[src/hdl/lrc_pkg.sv]
// Package for the LRU resource cache: sizes, status codes and the entry record type.
// No dependencies; every module of the block imports it.
package lrc_pkg;

  localparam int unsigned MaxEntries = 16;
  localparam int unsigned IdxW       = $clog2(MaxEntries);
  localparam int unsigned CntW       = 5;
  localparam int unsigned BytesW     = 36;

  typedef enum logic [2:0] {
    ST_REJECT   = 3'd0,
    ST_INSERT   = 3'd1,
    ST_REPLACE  = 3'd2,
    ST_EVICT    = 3'd3,
    ST_HIT      = 3'd4,
    ST_MISS     = 3'd5,
    ST_ERASED   = 3'd6,
    ST_NOTFOUND = 3'd7
  } status_e;

  typedef enum logic [1:0] {
    MODE_PUT      = 2'd0,
    MODE_FIND     = 2'd1,
    MODE_FIND_GEN = 2'd2,
    MODE_ERASE    = 2'd3
  } mode_e;

  // One cache record as kept in the entry memory.
  typedef struct packed {
    logic [63:0] key;
    logic [63:0] res;
    logic [31:0] size;
    logic [63:0] gen;
    logic [63:0] stamp;
  } entry_t;

  // Write request from the controller to the entry memory.
  typedef struct packed {
    logic            we;
    logic [IdxW-1:0] addr;
    entry_t          data;
  } mem_wr_t;

endpackage

[src/hdl/lrc_entry_ram.sv]
// Entry memory of the LRU resource cache: one record per slot, one write port,
// one read port with a registered read. Depends on lrc_pkg.
module lrc_entry_ram
  import lrc_pkg::*;
(
  input  logic            clk_i,
  input  mem_wr_t         wr_i,
  input  logic [IdxW-1:0] raddr_i,
  output entry_t          rdata_o
);

  entry_t mem_q [MaxEntries];

  // Write and registered read share the clock; the controller writes only after
  // its scan, so it never uses read data from a slot in the cycle it writes it.
  always_ff @(posedge clk_i) begin
    if (wr_i.we) begin
      mem_q[wr_i.addr] <= wr_i.data;
    end
    rdata_o <= mem_q[raddr_i];
  end

endmodule

[config.mk]
export PLATFORM = sky130hd
export DESIGN_NAME = lrc_entry_ram
export DESIGN_NICKNAME = d
export VERILOG_FILES = /design/src/hdl/lrc_pkg.sv /design/src/hdl/lrc_entry_ram.sv
export SDC_FILE = /design/constraint.sdc
export NUM_CORES = 2
export LEC_CHECK = 0
export BUFFER_PORTS_ARGS = -buffer_cell sky130_fd_sc_hd__buf_2
export CORE_MARGIN = 2
export CORE_UTILIZATION = 55
export DETAILED_ROUTE_END_ITERATION = 10
export PLACE_DENSITY = 0.84
export REMOVE_ABC_BUFFERS = 1
export SYNTH_ARGS = -nofsm -noshare
export SYNTH_HDL_FRONTEND = slang
export SYNTH_MEMORY_MAX_BITS = 65536
export SYNTH_SLANG_ARGS = --single-unit
export TNS_END_PERCENT = 1
[constraint.sdc]
create_clock -name clk_i -period 30.2 [get_ports clk_i]
set_clock_uncertainty 0.2 [all_clocks]
set_input_delay 3.02 -clock clk_i [delete_from_list [all_inputs] [get_ports clk_i]]
set_output_delay 3.02 -clock clk_i [all_outputs]
set_load 0.005 [all_outputs]
Word level (Yosys, flattened, before mapping) --
Memory sizes are Yosys's and may differ from the RTL's. A register that Yosys moved wholly into a read port is not among the register bits. Cells that the tools add are included.
Storage, ports and cells: memory bits (writable) 4608, memories kept 1, register bits 0, bits of input ports 298
Memory list:
- mem_q | depth 16, bits a word 288, rd ports 1, clocked after memory_dff 1, write ports 1, line lrc_entry_ram.sv:12 | entry_t mem_q [MaxEntries];
Cells by class: mux-type cells 2
Operator list (count):
- 1-bit two-way mux | 2

Longest topological paths before layout --
word-level depth 2, mapped depth 9

Worst setup path after synthesis --
Ideal clock, no wire load.
kind input to register, from input wr_i[290] in the netlist's numbering, to memory mem_q[0][0] in the netlist's numbering, enable pin, setup time 1.294 ns, arrival 22.898 ns, cell stages on the path 2, path buffers 0, path slack 5.807 ns, data required time 28.706 ns, cells stage by stage or3b_2 > nor3_1
RTL lines:
- start, declared | line lrc_entry_ram.sv:7 | input mem_wr_t wr_i,
- end, declared | line lrc_entry_ram.sv:12
No word-level cell before the write port.

==> summary.md <==
| Metric | Value |
|---|---|
| Die area | 328000 um^2 |
| Hold Crit Endpoint | rdata_o[146] |
| Final nets | 8622 |
| Drt via density | 6.61 |
| Critical path endpoint category | register |
| Antenna violations before repair | about 130 |
| First-pass GRT wire length | 646 mm |
| R2R Path Start | mem_q[10][88] |
| Routed via count | 86767 |
| Max Cap Viol | 0 |
| Root buffer cell | clkbuf_16 |
| Part of the Yosys area used for sequential elements | 81.0% |
| Post-CTS setup repair buffer count | 0 |
| Die W | 573 um |
| Fin. max-slew vios | 0 |
| Peak Freq | between 100 and 150 MHz |
| Seq cells post-synth | approximately 4900 |
| TritonCTS clock tree | done |
| Final wirelength | 449 mm |
| Post-synthesis cell type count | 22 |
| Worst-Margin Slew | ~1.4 ns |
| Remaining Overflow, GRT | 0 |
| HP Start | mem_q[13][146] |
| Required @ worst endpoint | 30.84 ns |
| Starting Density | 55.4% |
| Vias in the first global route | 90390 |
| RD Place Congestion | 0.768 |
| Clock tree sinks | 4896 |
| HPWL Detailed | 217 mm |
| Total power | 14.0 mW |
| Post-CTS Hold Fix Bufs | 0 |
| Status | completed |
| Drt drc | 0 |
| Post-route ant nets | 0 |
| Maximum vdd drop | 0.0594 mV |
| Synth-to-layout area growth | 13.0% |
| Worst skew pair latency | 0.99 ns |
| Largest net degree at the start of global routing | 141 |
| I/O pin count | 586 |
| # resized after CTS | 0 |
| Slew margin rel. | 9.96% |
| Leakage power | ~65 nW |
| RSZ-0062 raised after global routing | no |
| R2R cell count | 3 |
| Router iterations before antenna repair | 6 |
| Final design utilization | approximately 63% |
| Hold Fails Final Rpt | 0 |
| Tmin final | 7.29 ns |
| FF/Latch Area | between 100000 and 150000 um^2 |
| Port bufs | 585 |
| Reg clk slew, reported paths | 0.07 ns |
| Worst Hold Path Cells | 3 |
| Routed wire per std cell | between 30 and 40 um |
| Tightest Hold Check Type | reg2reg |
| Post-synthesis area per instance | 23.6 um^2 |
| # fillers | between 15000 and 20000 |
| Setup TNS | 0 ns |
| R2R Setup Slk | 28.43 ns |
| Num CTS Buffers | 446 |
| Cells after Synth | 7527 |
| Multi-input logic area | approximately 32000 um^2 |
| Row count | 208 |
| Reg2reg end | rdata_o[88] |
| WS Path Type | in2reg |
| Final setup violation count | 0 |
| Yosys warning count | 0 |
| Final period util | 24.1% |
| Core area | 321000 um^2 |
| Critical path startpoint category | input pin |
| Total track usage | between 20% and 30% |
| Pwr per Cell Area | ~70 nW/um^2 |
| Height of the chip | 573 um |
| Initial DRC Count | 13600 |
| WP data arrival | 7.93 ns |
| Cell Area, Synth | 178000 um^2 |
| Clk buf depth | 4 |
| H-tree depth | 5 |
| Peak fanout along the critical path | 95 |
| Layout cell share with drive strength beyond 1 | 28.9% |
-- sequential cells by signal, summed over array words and instances, names as in the netlist --
signal   count
rdata_o    288
mem_q     4608
-- how the worst max path moves through the flow --
stage | start | to | cells past startpoint
floorplan | wr_i[290] | mem_q[0][0] | 2
global placement | raddr_i[0] | rdata_o[202] | 8
detailed placement | raddr_i[0] | rdata_o[202] | 8
CTS | raddr_i[0] | rdata_o[40] | 8
global route | raddr_i[0] | rdata_o[84] | 8
finish | raddr_i[0] | rdata_o[68] | 8
-- metrics by stage --
| stage | cells | worst slack, ns | instance area (um^2) | hold WS [ns] |
|---|---|---|---|---|
| CTS | 13023 | 22.77 | 201000 | 0.444 |
| floorplan | 7127 | 5.81 | 176000 | 0.435 |
| global placement | 12181 | 21.87 | 186000 | 0.446 |
| finish | 13133 | 22.91 | 201000 | 0.442 |
| detailed placement | 12181 | 21.79 | 186000 | 0.454 |
| global route | 13077 | 22.34 | 201000 | 0.461 |
-- cell usage in the layout, fill, tap and decap left out, types with 4 or more instances in the layout --
cell	count
clkinv_1	41
edfxtp_1	4608
mux2i_1	184
buf_2	582
clkbuf_1	127
nor3_2	4
clkinv_4	7
nand3_1	45
clkbuf_16	447
mux4_2	1064
clkinv_2	88
inv_6	7
clkbuf_8	60
nor2b_4	4
nor2_4	14
bufinv_16	27
dfxtp_1	288
inv_16	7
buf_4	144
a22oi_1	612
diode_2	110
o21ai_0	7
clkinvlp_4	12
clkinv_16	16
buf_12	21
nand2_1	281
-- per-layer routing --
layer  track usage, %  share of wire [%]  wire [um]
met5                0              0.077        344
met3             5.24                 11      48800
met2             45.1                 51     227000
met1             35.0                 34     151000
met4             12.9                4.9      21900
-- cells by family after synthesis --
| group | Yosys count | share of synthesized area [%] |
|---|---|---|
| mux | 1248 | 14.5 |
| buf+inv | 400 | 1.04 |
| simple gates | 363 | 0.828 |
| compound gates | 620 | 2.61 |
| flops | 4896 | 81.0 |
-- Yosys cell counts (all sizes together) --
library cell	count	area, um^2
edfxtp	4608	138000
mux4	1064	24000
a22oi	612	4590
dfxtp	288	5770
nand2	281	1050
buf	254	1300
mux2i	184	1840
clkbuf	146	548
nand3	45	225
nor2	16	62.6
nor2b	8	50.1
o21ai	8	40.0
and2	4	25.0
nor3	4	20.0
nand2b	2	12.5
nand3b	2	15.0
or3b	1	8.76
-- final cells by class --
type	count	share of cell area, %
sequential	4896	71.7
timing repair buffer	749	2.21
multi-input combinational	2231	16.0
clock buffer	634	6.21
clock inverter	208	1.13
tap	4305	2.68
antenna	110	0.137
-- power breakdown --
group	switching (mW)	leakage [nW]	total, mW	internal, mW
Clock	2.52	7.21	5.66	3.14
Combinational	0.402	13.7	0.658	0.256
Sequential	0.0848	44.1	7.68	7.60
Total	3.01	65.0	14.0	11.0
-- critical path, cell delays in order --
cell and delay, ns:
buf_12 0.50, buf_12 0.59, buf_4 0.82, buf_4 0.84
buf_4 0.88, mux4_2 0.63, a22oi_1 0.25, nand2_1 0.08
(Power assumes the default switching activity.)
